--- src/design/usr_pkg.sv ---
// shared widths, register codes, reset values and types for the sweep ranger
package usr_pkg;

   localparam int ANGLE_W     = 8;
   localparam int ASTEP_W     = 7;
   localparam int SPA_REG_W   = 4;
   localparam int DIST_W      = 17;
   localparam int WIDTH_W     = 16;
   localparam int DIST_MUL_W  = 13;
   localparam int DIST_SHIFT  = 10;
   localparam int PROD_W      = WIDTH_W + DIST_MUL_W;
   localparam int RAW_DIST_W  = PROD_W - DIST_SHIFT;
   localparam int CSR_IDX_W   = 3;
   localparam int CSR_DATA_W  = 17;

   localparam logic [DIST_MUL_W-1:0] DIST_MUL = 13'd4496;

   localparam logic [CSR_IDX_W-1:0] REG_MIN_ANGLE    = 3'd0;
   localparam logic [CSR_IDX_W-1:0] REG_MAX_ANGLE    = 3'd1;
   localparam logic [CSR_IDX_W-1:0] REG_STEP_ANGLE   = 3'd2;
   localparam logic [CSR_IDX_W-1:0] REG_SAMPLES      = 3'd3;
   localparam logic [CSR_IDX_W-1:0] REG_MIN_DISTANCE = 3'd4;
   localparam logic [CSR_IDX_W-1:0] REG_MAX_DISTANCE = 3'd5;

   localparam logic [ANGLE_W-1:0]   RST_MIN_ANGLE    = 8'd15;
   localparam logic [ANGLE_W-1:0]   RST_MAX_ANGLE    = 8'd165;
   localparam logic [ASTEP_W-1:0]   RST_STEP_ANGLE   = 7'd2;
   localparam logic [SPA_REG_W-1:0] RST_SAMPLES      = 4'd3;
   localparam logic [DIST_W-1:0]    RST_MIN_DISTANCE = 17'd512;
   localparam logic [DIST_W-1:0]    RST_MAX_DISTANCE = 17'd102400;

   localparam int USR_MAX_SAMPLES = 8;
   localparam int QUEUE_DEPTH     = 2;

   typedef struct packed {
      logic [ANGLE_W-1:0]   angle_lo;
      logic [ANGLE_W-1:0]   angle_hi;
      logic [ASTEP_W-1:0]   angle_inc;
      logic [SPA_REG_W-1:0] sample_count;
      logic [DIST_W-1:0]    min_distance_q8;
      logic [DIST_W-1:0]    max_distance_q8;
   } cfg_type;

   typedef struct packed {
      logic              hit;
      logic [DIST_W-1:0] dist_q8;
   } reading_type;

endpackage

--- src/design/usr_front.sv ---
// front end: converts echo width to distance and classifies it against the window
module usr_front import usr_pkg::*; (
   input  logic               clock,
   input  logic               reset,
   input  cfg_type            cfg,
   input  logic               req_valid,
   output logic               req_stall,
   input  logic [WIDTH_W-1:0] req_echo_width_us,
   output logic               q_push,
   output reading_type        q_data,
   input  logic               q_full
);

   logic                  s_valid_ff, s_valid_in;
   logic [RAW_DIST_W-1:0] s_dist_ff, s_dist_in;
   logic                  accept;
   logic [PROD_W-1:0]     prod;
   logic [RAW_DIST_W-1:0] min_x, max_x;

   assign req_stall = s_valid_ff & q_full;
   assign accept    = req_valid & ~req_stall;

   always_comb begin
      prod       = PROD_W'(req_echo_width_us) * PROD_W'(DIST_MUL);
      s_dist_in  = accept ? prod[PROD_W-1:DIST_SHIFT] : s_dist_ff;
      s_valid_in = accept | (s_valid_ff & q_full);
   end

   always_ff @(posedge clock) begin
      if (reset) begin
         s_valid_ff <= 1'b0;
      end else begin
         s_valid_ff <= s_valid_in;
      end
      s_dist_ff <= s_dist_in;
   end

   // zero distance only comes from a zero width, which is no echo
   always_comb begin
      min_x          = RAW_DIST_W'(cfg.min_distance_q8);
      max_x          = RAW_DIST_W'(cfg.max_distance_q8);
      q_push         = s_valid_ff & ~q_full;
      q_data.hit     = (s_dist_ff != '0) && (s_dist_ff >= min_x) && (s_dist_ff <= max_x);
      q_data.dist_q8 = s_dist_ff[DIST_W-1:0];
   end

endmodule

--- src/design/usr_queue.sv ---
// short fifo of classified readings between front and back
module usr_queue import usr_pkg::*; (
   input  logic        clock,
   input  logic        reset,
   input  logic        push,
   input  reading_type push_data,
   output logic        full,
   input  logic        pop,
   output reading_type head,
   output logic        empty
);

   localparam int PTR_W = (QUEUE_DEPTH > 1) ? $clog2(QUEUE_DEPTH) : 1;
   localparam int CNT_W = $clog2(QUEUE_DEPTH + 1);

   reading_type        mem_ff [QUEUE_DEPTH];
   logic [PTR_W-1:0]   wr_ptr_ff, wr_ptr_in;
   logic [PTR_W-1:0]   rd_ptr_ff, rd_ptr_in;
   logic [CNT_W-1:0]   count_ff, count_in;
   logic               do_push, do_pop;

   assign full    = (count_ff == CNT_W'(QUEUE_DEPTH));
   assign empty   = (count_ff == '0);
   assign do_push = push & ~full;
   assign do_pop  = pop & ~empty;
   assign head    = mem_ff[rd_ptr_ff];

   always_comb begin
      wr_ptr_in = wr_ptr_ff;
      rd_ptr_in = rd_ptr_ff;
      count_in  = count_ff;
      if (do_push) begin
         wr_ptr_in = (wr_ptr_ff == PTR_W'(QUEUE_DEPTH - 1)) ? '0 : wr_ptr_ff + 1'b1;
      end
      if (do_pop) begin
         rd_ptr_in = (rd_ptr_ff == PTR_W'(QUEUE_DEPTH - 1)) ? '0 : rd_ptr_ff + 1'b1;
      end
      if (do_push && !do_pop) begin
         count_in = count_ff + 1'b1;
      end else if (do_pop && !do_push) begin
         count_in = count_ff - 1'b1;
      end
   end

   always_ff @(posedge clock) begin
      if (reset) begin
         wr_ptr_ff <= '0;
         rd_ptr_ff <= '0;
         count_ff  <= '0;
      end else begin
         wr_ptr_ff <= wr_ptr_in;
         rd_ptr_ff <= rd_ptr_in;
         count_ff  <= count_in;
      end
      if (do_push) begin
         mem_ff[wr_ptr_ff] <= push_data;
      end
   end

endmodule

--- src/design/usr_back.sv ---
// back end: accumulates readings per angle, divides for the mean, steps the sweep
module usr_back import usr_pkg::*; #(
   parameter int MAX_SAMPLES = USR_MAX_SAMPLES
) (
   input  logic               clock,
   input  logic               reset,
   input  cfg_type            cfg,
   input  logic               q_empty,
   input  reading_type        q_head,
   output logic               q_pop,
   output logic               rsp_valid,
   input  logic               rsp_stall,
   output logic [ANGLE_W-1:0] rsp_scan_angle,
   output logic [DIST_W-1:0]  rsp_mean_distance_q8,
   output logic               rsp_found,
   output logic [ANGLE_W-1:0] rsp_next_angle
);

   localparam int CNT_W   = $clog2(MAX_SAMPLES + 1);
   localparam int SUM_W   = DIST_W + $clog2(MAX_SAMPLES);
   localparam int DSTEP_W = $clog2(SUM_W + 1);
   localparam int SPA_W   = (CNT_W > SPA_REG_W) ? CNT_W : SPA_REG_W;

   localparam logic [1:0] ST_TAKE = 2'd0;
   localparam logic [1:0] ST_DIV  = 2'd1;
   localparam logic [1:0] ST_SEND = 2'd2;

   logic [1:0]         state_ff, state_in;
   logic [CNT_W-1:0]   taken_ff, taken_in;
   logic [CNT_W-1:0]   vcnt_ff, vcnt_in;
   logic [SUM_W-1:0]   sum_ff, sum_in;
   logic [ANGLE_W-1:0] sweep_ff, sweep_in;
   logic               down_ff, down_in;
   logic [SUM_W-1:0]   quo_ff, quo_in;
   logic [CNT_W-1:0]   rem_ff, rem_in;
   logic [CNT_W-1:0]   div_ff, div_in;
   logic [DSTEP_W-1:0] step_ff, step_in;
   logic               found_ff, found_in;
   logic [ANGLE_W-1:0] here_ff, here_in;
   logic [ANGLE_W-1:0] nxt_ff, nxt_in;

   logic [SPA_W-1:0]   spa_x, max_x, eff;
   logic [CNT_W-1:0]   taken_next, vcnt_next;
   logic [SUM_W-1:0]   sum_next;
   logic               last;
   logic [ANGLE_W:0]   up_sum, low_lim;
   logic               up_ok, dn_ok;
   logic [ANGLE_W-1:0] sweep_adv;
   logic               down_adv;
   logic [CNT_W:0]     trial, diff;
   logic               ge;

   assign q_pop                = (state_ff == ST_TAKE) && !q_empty;
   assign rsp_valid            = (state_ff == ST_SEND);
   assign rsp_scan_angle       = here_ff;
   assign rsp_mean_distance_q8 = quo_ff[DIST_W-1:0];
   assign rsp_found            = found_ff;
   assign rsp_next_angle       = nxt_ff;

   // effective sample count: zero acts as one, clipped to the storage limit
   always_comb begin
      spa_x = SPA_W'(cfg.sample_count);
      max_x = SPA_W'(MAX_SAMPLES);
      if (spa_x == '0) begin
         eff = SPA_W'(1);
      end else if (spa_x > max_x) begin
         eff = max_x;
      end else begin
         eff = spa_x;
      end
   end

   always_comb begin
      taken_next = taken_ff + 1'b1;
      vcnt_next  = vcnt_ff + CNT_W'(q_head.hit);
      sum_next   = sum_ff + (q_head.hit ? SUM_W'(q_head.dist_q8) : '0);
      last       = SPA_W'(taken_next) >= eff;
   end

   // sweep step; turning angles can repeat
   always_comb begin
      up_sum  = {1'b0, sweep_ff} + (ANGLE_W + 1)'(cfg.angle_inc);
      low_lim = {1'b0, cfg.angle_lo} + (ANGLE_W + 1)'(cfg.angle_inc);
      up_ok   = up_sum <= {1'b0, cfg.angle_hi};
      dn_ok   = {1'b0, sweep_ff} >= low_lim;
      if (!down_ff) begin
         sweep_adv = up_ok ? up_sum[ANGLE_W-1:0] : cfg.angle_hi;
         down_adv  = !up_ok;
      end else begin
         sweep_adv = dn_ok ? (sweep_ff - ANGLE_W'(cfg.angle_inc)) : cfg.angle_lo;
         down_adv  = dn_ok;
      end
   end

   // one restoring division step per cycle
   always_comb begin
      trial = {rem_ff, quo_ff[SUM_W-1]};
      diff  = trial - {1'b0, div_ff};
      ge    = trial >= {1'b0, div_ff};
   end

   always_comb begin
      state_in = state_ff;
      taken_in = taken_ff;
      vcnt_in  = vcnt_ff;
      sum_in   = sum_ff;
      sweep_in = sweep_ff;
      down_in  = down_ff;
      quo_in   = quo_ff;
      rem_in   = rem_ff;
      div_in   = div_ff;
      step_in  = step_ff;
      found_in = found_ff;
      here_in  = here_ff;
      nxt_in   = nxt_ff;
      unique case (state_ff)
         ST_TAKE: begin
            if (!q_empty) begin
               if (last) begin
                  taken_in = '0;
                  vcnt_in  = '0;
                  sum_in   = '0;
                  here_in  = sweep_ff;
                  nxt_in   = sweep_adv;
                  sweep_in = sweep_adv;
                  down_in  = down_adv;
                  quo_in   = sum_next;
                  rem_in   = '0;
                  div_in   = vcnt_next;
                  step_in  = '0;
                  found_in = (vcnt_next != '0);
                  state_in = (vcnt_next != '0) ? ST_DIV : ST_SEND;
               end else begin
                  taken_in = taken_next;
                  vcnt_in  = vcnt_next;
                  sum_in   = sum_next;
               end
            end
         end
         ST_DIV: begin
            rem_in  = ge ? diff[CNT_W-1:0] : trial[CNT_W-1:0];
            quo_in  = {quo_ff[SUM_W-2:0], ge};
            step_in = step_ff + 1'b1;
            if (step_ff == DSTEP_W'(SUM_W - 1)) begin
               state_in = ST_SEND;
            end
         end
         ST_SEND: begin
            if (!rsp_stall) begin
               state_in = ST_TAKE;
            end
         end
         default: begin
            state_in = ST_TAKE;
         end
      endcase
   end

   always_ff @(posedge clock) begin
      if (reset) begin
         state_ff <= ST_TAKE;
         taken_ff <= '0;
         vcnt_ff  <= '0;
         sum_ff   <= '0;
         sweep_ff <= RST_MIN_ANGLE;
         down_ff  <= 1'b0;
      end else begin
         state_ff <= state_in;
         taken_ff <= taken_in;
         vcnt_ff  <= vcnt_in;
         sum_ff   <= sum_in;
         sweep_ff <= sweep_in;
         down_ff  <= down_in;
      end
      quo_ff   <= quo_in;
      rem_ff   <= rem_in;
      div_ff   <= div_in;
      step_ff  <= step_in;
      found_ff <= found_in;
      here_ff  <= here_in;
      nxt_ff   <= nxt_in;
   end

`ifndef SYNTHESIS
   a_vcnt_le_taken: assert property (@(posedge clock) disable iff (reset)
      vcnt_ff <= taken_ff)
      else $error("valid reading count exceeds readings taken");

   a_div_nonzero: assert property (@(posedge clock) disable iff (reset)
      (state_ff == ST_DIV) |-> (div_ff != '0))
      else $error("division started with zero valid readings");

   a_rem_below_div: assert property (@(posedge clock) disable iff (reset)
      (state_ff == ST_DIV) |-> (rem_ff < div_ff))
      else $error("divider remainder out of range");

   a_no_pop_while_busy: assert property (@(posedge clock) disable iff (reset)
      (state_ff != ST_TAKE) |-> !q_pop)
      else $error("reading taken from queue while result pending");

   a_send_holds: assert property (@(posedge clock) disable iff (reset)
      (rsp_valid && rsp_stall) |=> (rsp_valid && $stable(here_ff) && $stable(quo_ff)))
      else $error("pending result lost before it was taken");
`endif

endmodule

--- src/design/ultrasonic_sweep_ranger_core.sv ---
// Sweep ranger top level: each request is one echo width in microseconds (0 means no echo);
// the front end turns it into a Q8 centimetre distance and checks it against the distance
// window, a two-entry queue hands it to the back end, which sums valid distances. After the
// configured number of requests per angle one result gives the scan angle, the truncated mean
// (found=0 and mean 0 when nothing was valid) and the next servo angle of the up/down sweep.
// A request that does not close an angle only updates the running sums in the back end. The
// request that closes an angle runs a restoring division with one step per sum bit
// (17 + log2(MAX_SAMPLES), 20 at the default) when any reading was valid; the result then
// waits in the output register until taken, while the front end and queue still take up to
// three more requests. Configuration registers are written through the csr port, which is
// always ready; indexes past the last register are ignored.
module ultrasonic_sweep_ranger_core import usr_pkg::*; #(
   parameter int MAX_SAMPLES = USR_MAX_SAMPLES
) (
   input  logic                  clock,
   input  logic                  reset,
   input  logic                  req_valid,
   output logic                  req_stall,
   input  logic [WIDTH_W-1:0]    req_echo_width_us,
   output logic                  rsp_valid,
   input  logic                  rsp_stall,
   output logic [ANGLE_W-1:0]    rsp_scan_angle,
   output logic [DIST_W-1:0]     rsp_mean_distance_q8,
   output logic                  rsp_found,
   output logic [ANGLE_W-1:0]    rsp_next_angle,
   input  logic                  csr_valid,
   output logic                  csr_ready,
   input  logic [CSR_IDX_W-1:0]  csr_index,
   input  logic [CSR_DATA_W-1:0] csr_wdata
);

   cfg_type     cfg_ff, cfg_in;
   logic        q_push, q_full, q_pop, q_empty;
   reading_type q_data, q_head;

   assign csr_ready = 1'b1;

   always_comb begin
      cfg_in = cfg_ff;
      if (csr_valid && csr_ready) begin
         unique case (csr_index)
            REG_MIN_ANGLE:    cfg_in.angle_lo        = csr_wdata[ANGLE_W-1:0];
            REG_MAX_ANGLE:    cfg_in.angle_hi        = csr_wdata[ANGLE_W-1:0];
            REG_STEP_ANGLE:   cfg_in.angle_inc       = csr_wdata[ASTEP_W-1:0];
            REG_SAMPLES:      cfg_in.sample_count    = csr_wdata[SPA_REG_W-1:0];
            REG_MIN_DISTANCE: cfg_in.min_distance_q8 = csr_wdata[DIST_W-1:0];
            REG_MAX_DISTANCE: cfg_in.max_distance_q8 = csr_wdata[DIST_W-1:0];
            default: begin
               cfg_in = cfg_ff;
            end
         endcase
      end
   end

   always_ff @(posedge clock) begin
      if (reset) begin
         cfg_ff.angle_lo        <= RST_MIN_ANGLE;
         cfg_ff.angle_hi        <= RST_MAX_ANGLE;
         cfg_ff.angle_inc       <= RST_STEP_ANGLE;
         cfg_ff.sample_count    <= RST_SAMPLES;
         cfg_ff.min_distance_q8 <= RST_MIN_DISTANCE;
         cfg_ff.max_distance_q8 <= RST_MAX_DISTANCE;
      end else begin
         cfg_ff <= cfg_in;
      end
   end

   usr_front u_front (
      .clock             (clock),
      .reset             (reset),
      .cfg               (cfg_ff),
      .req_valid         (req_valid),
      .req_stall         (req_stall),
      .req_echo_width_us (req_echo_width_us),
      .q_push            (q_push),
      .q_data            (q_data),
      .q_full            (q_full)
   );

   usr_queue u_queue (
      .clock     (clock),
      .reset     (reset),
      .push      (q_push),
      .push_data (q_data),
      .full      (q_full),
      .pop       (q_pop),
      .head      (q_head),
      .empty     (q_empty)
   );

   usr_back #(
      .MAX_SAMPLES (MAX_SAMPLES)
   ) u_back (
      .clock                (clock),
      .reset                (reset),
      .cfg                  (cfg_ff),
      .q_empty              (q_empty),
      .q_head               (q_head),
      .q_pop                (q_pop),
      .rsp_valid            (rsp_valid),
      .rsp_stall            (rsp_stall),
      .rsp_scan_angle       (rsp_scan_angle),
      .rsp_mean_distance_q8 (rsp_mean_distance_q8),
      .rsp_found            (rsp_found),
      .rsp_next_angle       (rsp_next_angle)
   );

endmodule

--- config.mk ---
export PLATFORM = sky130hd
export DESIGN_NAME = ultrasonic_sweep_ranger_core
export DESIGN_NICKNAME = d
export VERILOG_FILES = /design/src/design/usr_pkg.sv /design/src/design/usr_front.sv /design/src/design/usr_queue.sv /design/src/design/usr_back.sv /design/src/design/ultrasonic_sweep_ranger_core.sv
export SDC_FILE = /design/constraint.sdc
export NUM_CORES = 1
export LEC_CHECK = 0
export ABC_AREA = 1
export BUFFER_PORTS_ARGS = -buffer_cell sky130_fd_sc_hd__buf_2
export CAP_MARGIN = 10
export CORE_MARGIN = 2
export CORE_UTILIZATION = 55
export CTS_BUF_LIST = sky130_fd_sc_hd__clkbuf_4
export DETAILED_ROUTE_END_ITERATION = 7
export PLACE_DENSITY_LB_ADDON = 0.25
export SKIP_CTS_REPAIR_TIMING = 1
export SLEW_MARGIN = 20
export SYNTH_ARGS = -nofsm -noshare
export SYNTH_HDL_FRONTEND = slang
export SYNTH_SLANG_ARGS = --single-unit
--- constraint.sdc ---
create_clock -name clock -period 3.4 [get_ports clock]
set_input_delay 0.34 -clock clock [delete_from_list [all_inputs] [get_ports clock]]
set_output_delay 0.34 -clock clock [all_outputs]
set_load 0.05 [all_outputs]
# ---- Word-level counts from Yosys, hierarchy flattened
# Memory sizes are Yosys's and may differ from the RTL's. A register that Yosys moved wholly into a read port is not among the register bits.
# Index checks and enable logic that the tools add are counted.
# W data, S select, Z words.
dict set report word_totals {
  ramBits 36
  mem_count 1
  in_bits 41
  output_inout_bits 37
  elab_cells 128
  ff_bits 174
}
# name depth word_bits read_ports rd_clocked_by_memory_dff wr line_no
set memory_table {}
lappend memory_table {u_queue.mem_ff 2 18 1 1 1 usr_queue.sv:16} ;# reading_type mem_ff [QUEUE_DEPTH];
dict set report classes {
  bitwise 9
  n_addsub 12
  n_eq_ne 13
  reduce_logical 27
  n_mul 1
  mux 34
  order_cmp 7
}
# operator count
set op_table {}
lappend op_table {{$mux W20} 3}
lappend op_table {{$pmux W20 S2} 1}
lappend op_table {{$mux W4} 7}
lappend op_table {{$mul A16 B9 Y25 const B} 1}
lappend op_table {{$mux W8} 3}
lappend op_table {{$add A20 B20 Y20} 1}
lappend op_table {{$ge A19 B17 Y1} 1}
lappend op_table {{$le A19 B17 Y1} 1}
lappend op_table {{$reduce_bool A19 Y1} 1}
lappend op_table {{$add A8 B7 Y9} 2}
lappend op_table {{$mux W17} 1}
lappend op_table {{$mux W2} 7}
lappend op_table {{$reduce_and A2 Y1} 7}
lappend op_table {{$mux W5} 2}
lappend op_table {{$pmux W5 S2} 1}
lappend op_table {{$ge A8 B9 Y1} 1}
lappend op_table {{$le A9 B8 Y1} 1}
lappend op_table {{$pmux W4 S2} 1}
lappend op_table {{$sub A8 B7 Y8} 1}
lappend op_table {{$mux W1} 7}
lappend op_table {{$eq A3 B2 Y1 const B} 2}
lappend op_table {{$eq A3 B3 Y1 const B} 2}
lappend op_table {{$pmux W2 S3} 1}
lappend op_table {{$reduce_and A3 Y1} 2}
lappend op_table {{27 further kinds} 46}

# ---- Longest topological paths before layout
dict set report depth {
  ltp_word 8
  depth_mapped 25
  ltp_nobuf 24
}

# ---- Hierarchy
# Synthesis repeated with hierarchy kept, for this count alone.
dict set report unflattened {
  hier_cells 1868
  hier_area_um2 14787.9
}
# module n_inst seq_area_each_um2 area_each_um2 cells_each
set modules_own_cells {}
lappend modules_own_cells {usr_back 1 2282.2 6618.8 880}
lappend modules_own_cells {usr_front 1 590.6 4125.2 544}
lappend modules_own_cells {ultrasonic_sweep_ranger_core 1 1221.2 2438.6 351}
lappend modules_own_cells {usr_queue 1 1181.1 1605.3 93}

# ---- Least setup slack after synthesis
# No wires, ideal clock.
dict set report synth_timing {
  path_kind {input port to flip-flop}
  startpoint {input port req_echo_width_us[7]}
  endpoint {register u_front.s_dist_ff[16] (data pin)}
  setup_ns 0.262
  cell_stages 14
  t_arrival_ns 3.334
  path_buffers 0
  setup_slack_ns -0.196
  cell_sequence {ha_1 -> ha_1 -> fa_1 -> inv_1 -> fa_1 -> inv_1 -> ha_1 -> a21oi_1 -> o21ai_0 -> a21oi_1 -> o21ai_1 -> a21oi_1 -> o21bai_1 -> xor2_1}
}
dict set report synth_between {
  elab_chain_cells 1
}
# element line_no
set synth_rtl {}
lappend synth_rtl {{from (decl)} ultrasonic_sweep_ranger_core.sv:19} ;# input logic [WIDTH_W-1:0] req_echo_width_us,
lappend synth_rtl {{$mul A16 B9 Y25} usr_front.sv:24} ;# prod = PROD_W'(req_echo_width_us) * PROD_W'(DIST_MUL);
lappend synth_rtl {{named net u_front.prod[26]} usr_front.sv:17} ;# logic [PROD_W-1:0] prod;
lappend synth_rtl {{to (signal assigned)} usr_front.sv:35} ;# s_dist_ff <= s_dist_in;
lappend synth_rtl {{to (decl)} usr_front.sv:15} ;# logic [RAW_DIST_W-1:0] s_dist_ff, s_dist_in;
# The timed path passes the listed nets, and every way through them passes these cells.
# A chain may end at the register's enable or synchronous reset.

# ---- Worst setup path in the final report
dict set report layout_timing {
  startpoint {register cfg_ff[40] (netlist bit)}
  endpoint {register u_back.nxt_ff[1], in the netlist u_back.rsp_next_angle[1] (data pin)}
}
dict set report layout_between {
  elab_chain_cells 4
  elab_cells_between_ends 7
  classes_between {2 x add/sub; 2 x order compare; 3 x mux}
}
# element line_no
set layout_rtl {}
lappend layout_rtl {{from (decl)} ultrasonic_sweep_ranger_core.sv:32} ;# cfg_type cfg_ff, cfg_in;
lappend layout_rtl {{from (signal assigned)} ultrasonic_sweep_ranger_core.sv:64} ;# cfg_ff <= cfg_in;
lappend layout_rtl {{$add A8 B7 Y9, on equally long branches} {usr_back.sv:82, usr_back.sv:83}}
lappend layout_rtl {{$le A9 B8 Y1 or $ge A8 B9 Y1 (tied branches)} {usr_back.sv:84, usr_back.sv:85}}
lappend layout_rtl {{$mux W8, on equally long branches} {usr_back.sv:87, usr_back.sv:90}}
lappend layout_rtl {{$mux W8 *} usr_back.sv:86} ;# if (!down_ff) begin
lappend layout_rtl {{named net u_back.sweep_adv[1]} usr_back.sv:48} ;# logic [ANGLE_W-1:0] sweep_adv;
lappend layout_rtl {{to (signal assigned)} usr_back.sv:181} ;# nxt_ff <= nxt_in;
lappend layout_rtl {{to (decl)} usr_back.sv:40} ;# logic [ANGLE_W-1:0] nxt_ff, nxt_in;
# The timed path passes the listed nets; every way through them passes the cells marked *.

==> results by group <==
Status
  – Status: complete, but fails checks
  – Failing checks: hold timing

CTS
  – Clk slew on worst S/H paths: 0.08 ns
  – Skew-Pair Late Insertion Delay: 0.68 ns
  – Total CTS buffers: 53
  – CTS Buffer Depth: 3
  – CTS root buf: clkbuf_4
  – CTS H-tree lvls: 2
  – CTS tree: yes
  – CTS sink count: around 210

Floorplanning
  – I/O pins: slightly below 80
  – Num rows: 57
  – Chip Width: 161.7 µm
  – Die Area: 26,130 µm²
  – Die Span Y: 161.7 µm
  – Starting Density: 56.04%
  – Core area: 24,390 µm²

Worst setup path
  – Crit path required time: 3.79 ns
  – Worst-path cell chain: ha_2, a21oi_2, nand2_1, nand2_1, nand2_1, a21oi_2, inv_1, a21oi_1, o21ai_0, xor2_1, ha_1, a41oi_1, nand2_2, nand2_4, inv_2, nand2_1, nand3_1, and2_1
  – Worst path most repeated cell: nand2_1
  – Critical Path AT: around 3.5 ns
  – Top delay family on crit path: simple AND/OR/NAND/NOR gates
  – Max stage delay on crit path: 0.38 ns
  – Critical path type: reg2reg
  – Worst path bufs/invs: 2
  – Slowest library cell on the worst path: dfxtp_1
  – Crit path max fanout: 9
  – Startpoint Class: register
  – Setup crit end kind: register

Drt
  – Detailed Routing Iterations Pass 1: 5
  – Initial DRC Count: 637
  – WL final: around 31 mm
  – WL/cell: 14.50 µm
  – Routed Antenna Nets: 0
  – DR vias: 11,180
  – DRC viols: 0
  – Drt via density: 5.289

Final layout
  – # fillers: between 2,000 and 2,500
  – Most frequent cells in the layout: 294 x nand2_1, 226 x inv_1, 153 x ha_1
  – Final core occ: 64.21%
  – Commonest non-fill, non-tap cell in the layout: nand2_1
  – Share of layout cells above drive strength 1: 16.55%
  – Synth-to-Final Area Change: 14.57%
  – Finished Cell Area: 15,660 µm²
  – NumNets Final: about 2,000

Hold path
  – Hold Path Class: in2reg

Yosys
  – Synth Register Bits: between 200 and 250
  – Syn. warnings: 0
  – Syn Area/Cell: 8.533 µm²
  – Syn nets: 1,839
  – Mapped Area: 13,670 µm²
  – Seq/Total Area, Yosys: 38.59%
  – Synth unique cells: 52
  – Synth Instances: approximately 1,600

Timing
  – Min Hold Slack: -0.02301 ns
  – Hold Fails Final Rpt: 3
  – Worst-margin pin slew: between 0.8 and 0.9 ns
  – Worst Clk Skew: 0.04830 ns
  – Slew Limit Fails: 0
  – Period utilisation layout: 92.19%
  – Final Setup Violations: 0
  – Final Critical Period: 3.134 ns
  – Max transition margin: 40.12%
  – RSZ-0062 raised after global routing: false
  – Peak Freq: 319.0 MHz

Placement
  – RePlAce Congestion: roughly 0.9
  – Buffers on Ports: 76
  – Dpl cell area: 14,840 µm²
  – HPWL after DPL: 23.67 mm

Power and ir drop
  – Pwr Density: approximately 850 nW/µm²
  – Pleak: about 7.3 nW
  – VDD IR max: between 500 and 600 µV
  – Power Total: approximately 13 mW

GRT
  – Pin count of the biggest net entering global routing: 66
  – Initial antenna violation count: 1
  – GRT overflow: 0
  – Global-route wire length before repair: 50.60 mm
  – GRT Util Overall: 23.56%
  – Vias in the first global route: about 11,000

Flow run
  – Max_cap viols: 0
## where the power goes
group / internal [mW] / switching [mW]
registers: 3.68 / 0.540
clock network: 1.15 / 0.985
logic: 2.52 / 4.40
total: 7.35 / 5.92
## metrics by stage
stage / instances / worst slack [ns] / TNS (ns)
6_report: 2114 / 0.2656 / 0
5_1_grt: 2114 / 0.002135 / 0
4_1_cts: 2104 / 0.1166 / 0
3_5_place_dp: 2014 / -0.3157 / -2.394
3_3_place_gp: 2014 / -0.2127 / -1.517
2_1_floorplan: 1602 / 0.01316 / 0
## flip-flops by register name, indices dropped and copies added (netlist names), named ones only
register	count
u_queue.count_ff	2
u_back.taken_ff	4
u_back.step_ff	5
u_back.rsp_next_angle	8
u_back.rsp_scan_angle	8
u_queue.rd_ptr_ff	1
u_back.vcnt_ff	4
cfg_ff	61
u_back.rem_ff	4
u_back.state_ff	2
u_queue.wr_ptr_ff	1
u_back.div_ff	4
u_front.s_valid_ff	1
u_back.quo_ff	20
u_back.sweep_ff	8
u_front.s_dist_ff	19
u_back.sum_ff	20
u_back.down_ff	1
u_queue.mem_ff	36
u_back.rsp_found	1
## final cells by class
cell class	instances	area, µm²	area share (%)
diodes	1	2.502	0.01598
clock buffers	74	555.5	3.547
clock inverters	16	117.6	0.7510
inverters	231	867.1	5.536
multi-input cells	1108	7486	47.80
flip-flops and latches	211	5276	33.69
well taps	324	405.4	2.588
repair buffers	149	950.9	6.072
## cells by family after synthesis
group                    Yosys count  share of synthesized area [%]
AND/OR/NAND/NOR                  561                          17.57
AO/OA/AOI/OAI                    287                          11.52
buffers and inverters            283                          8.448
flip-flops                       211                          38.59
adder cells (fa/ha/maj)          196                          19.48
XOR/XNOR                          45                          2.883
multiplexers                      18                          1.483
other                              1                        0.02743
## cells in the mapped netlist, drive strengths merged
master / count / area, µm²
a211oi: 1 / 7.510
o21a: 3 / 22.52
nand3: 98 / 495.5
nor3: 10 / 50.05
nand2: 304 / 1171
or2: 6 / 37.54
nor4: 8 / 50.05
clkinv: 1 / 3.750
a41oi: 2 / 17.52
buf: 30 / 205.2
clkbuf: 22 / 82.58
o22ai: 2 / 12.51
fa: 28 / 560.5
o41ai: 1 / 8.760
a21oi: 150 / 769.5
xnor2: 15 / 131.4
nor2: 104 / 400.4
o21ai: 92 / 468.0
a31oi: 6 / 37.54
a21o: 2 / 15.01
a22oi: 11 / 82.58
nand3b: 2 / 15.01
mux2: 18 / 202.7
dfxtp: 106 / 2122
o31ai: 1 / 7.510
xor2: 30 / 262.8
edfxtp: 105 / 3153
nand4: 23 / 143.9
inv: 230 / 863.3
nor3b: 1 / 7.510
o21bai: 2 / 15.01
ha: 168 / 2102
a21boi: 2 / 18.77
and2: 5 / 31.28
o2111ai: 1 / 8.760
conb: 1 / 3.750
o211ai: 11 / 82.58
## path summary, 6_finish.rpt
check	from	end	slack [ns]	depth (start not counted)
setup / recovery	cfg_ff[40]$_SDFFE_PP0P_	u_back.rsp_next_angle[1]$_DFFE_PP_	0.27	18
hold / removal	csr_wdata[8]	cfg_ff[25]$_SDFFE_PP0P_	-0.02	3
setup reg to reg	cfg_ff[40]$_SDFFE_PP0P_	u_back.rsp_next_angle[1]$_DFFE_PP_	0.27	18
hold reg to reg	u_queue.rd_ptr_ff$_SDFFE_PP0P_	register	0.44	1
## tightest hold or removal path: stages
cell and delay (ns):
buf_2 0.08, o21ai_0 0.07, a21oi_1 0.11
## routing by layer
metal / up-vias / wire, µm / track usage (%)
met3: 46 / 1655 / 3.984
li1: 5699 / - / -
met4: 0 / 593 / 6.758
met5: - / 0 / 0
met2: 276 / 14080 / 38.58
met1: 5159 / 14330 / 32.40
Power figures use the tool's default switching activity.
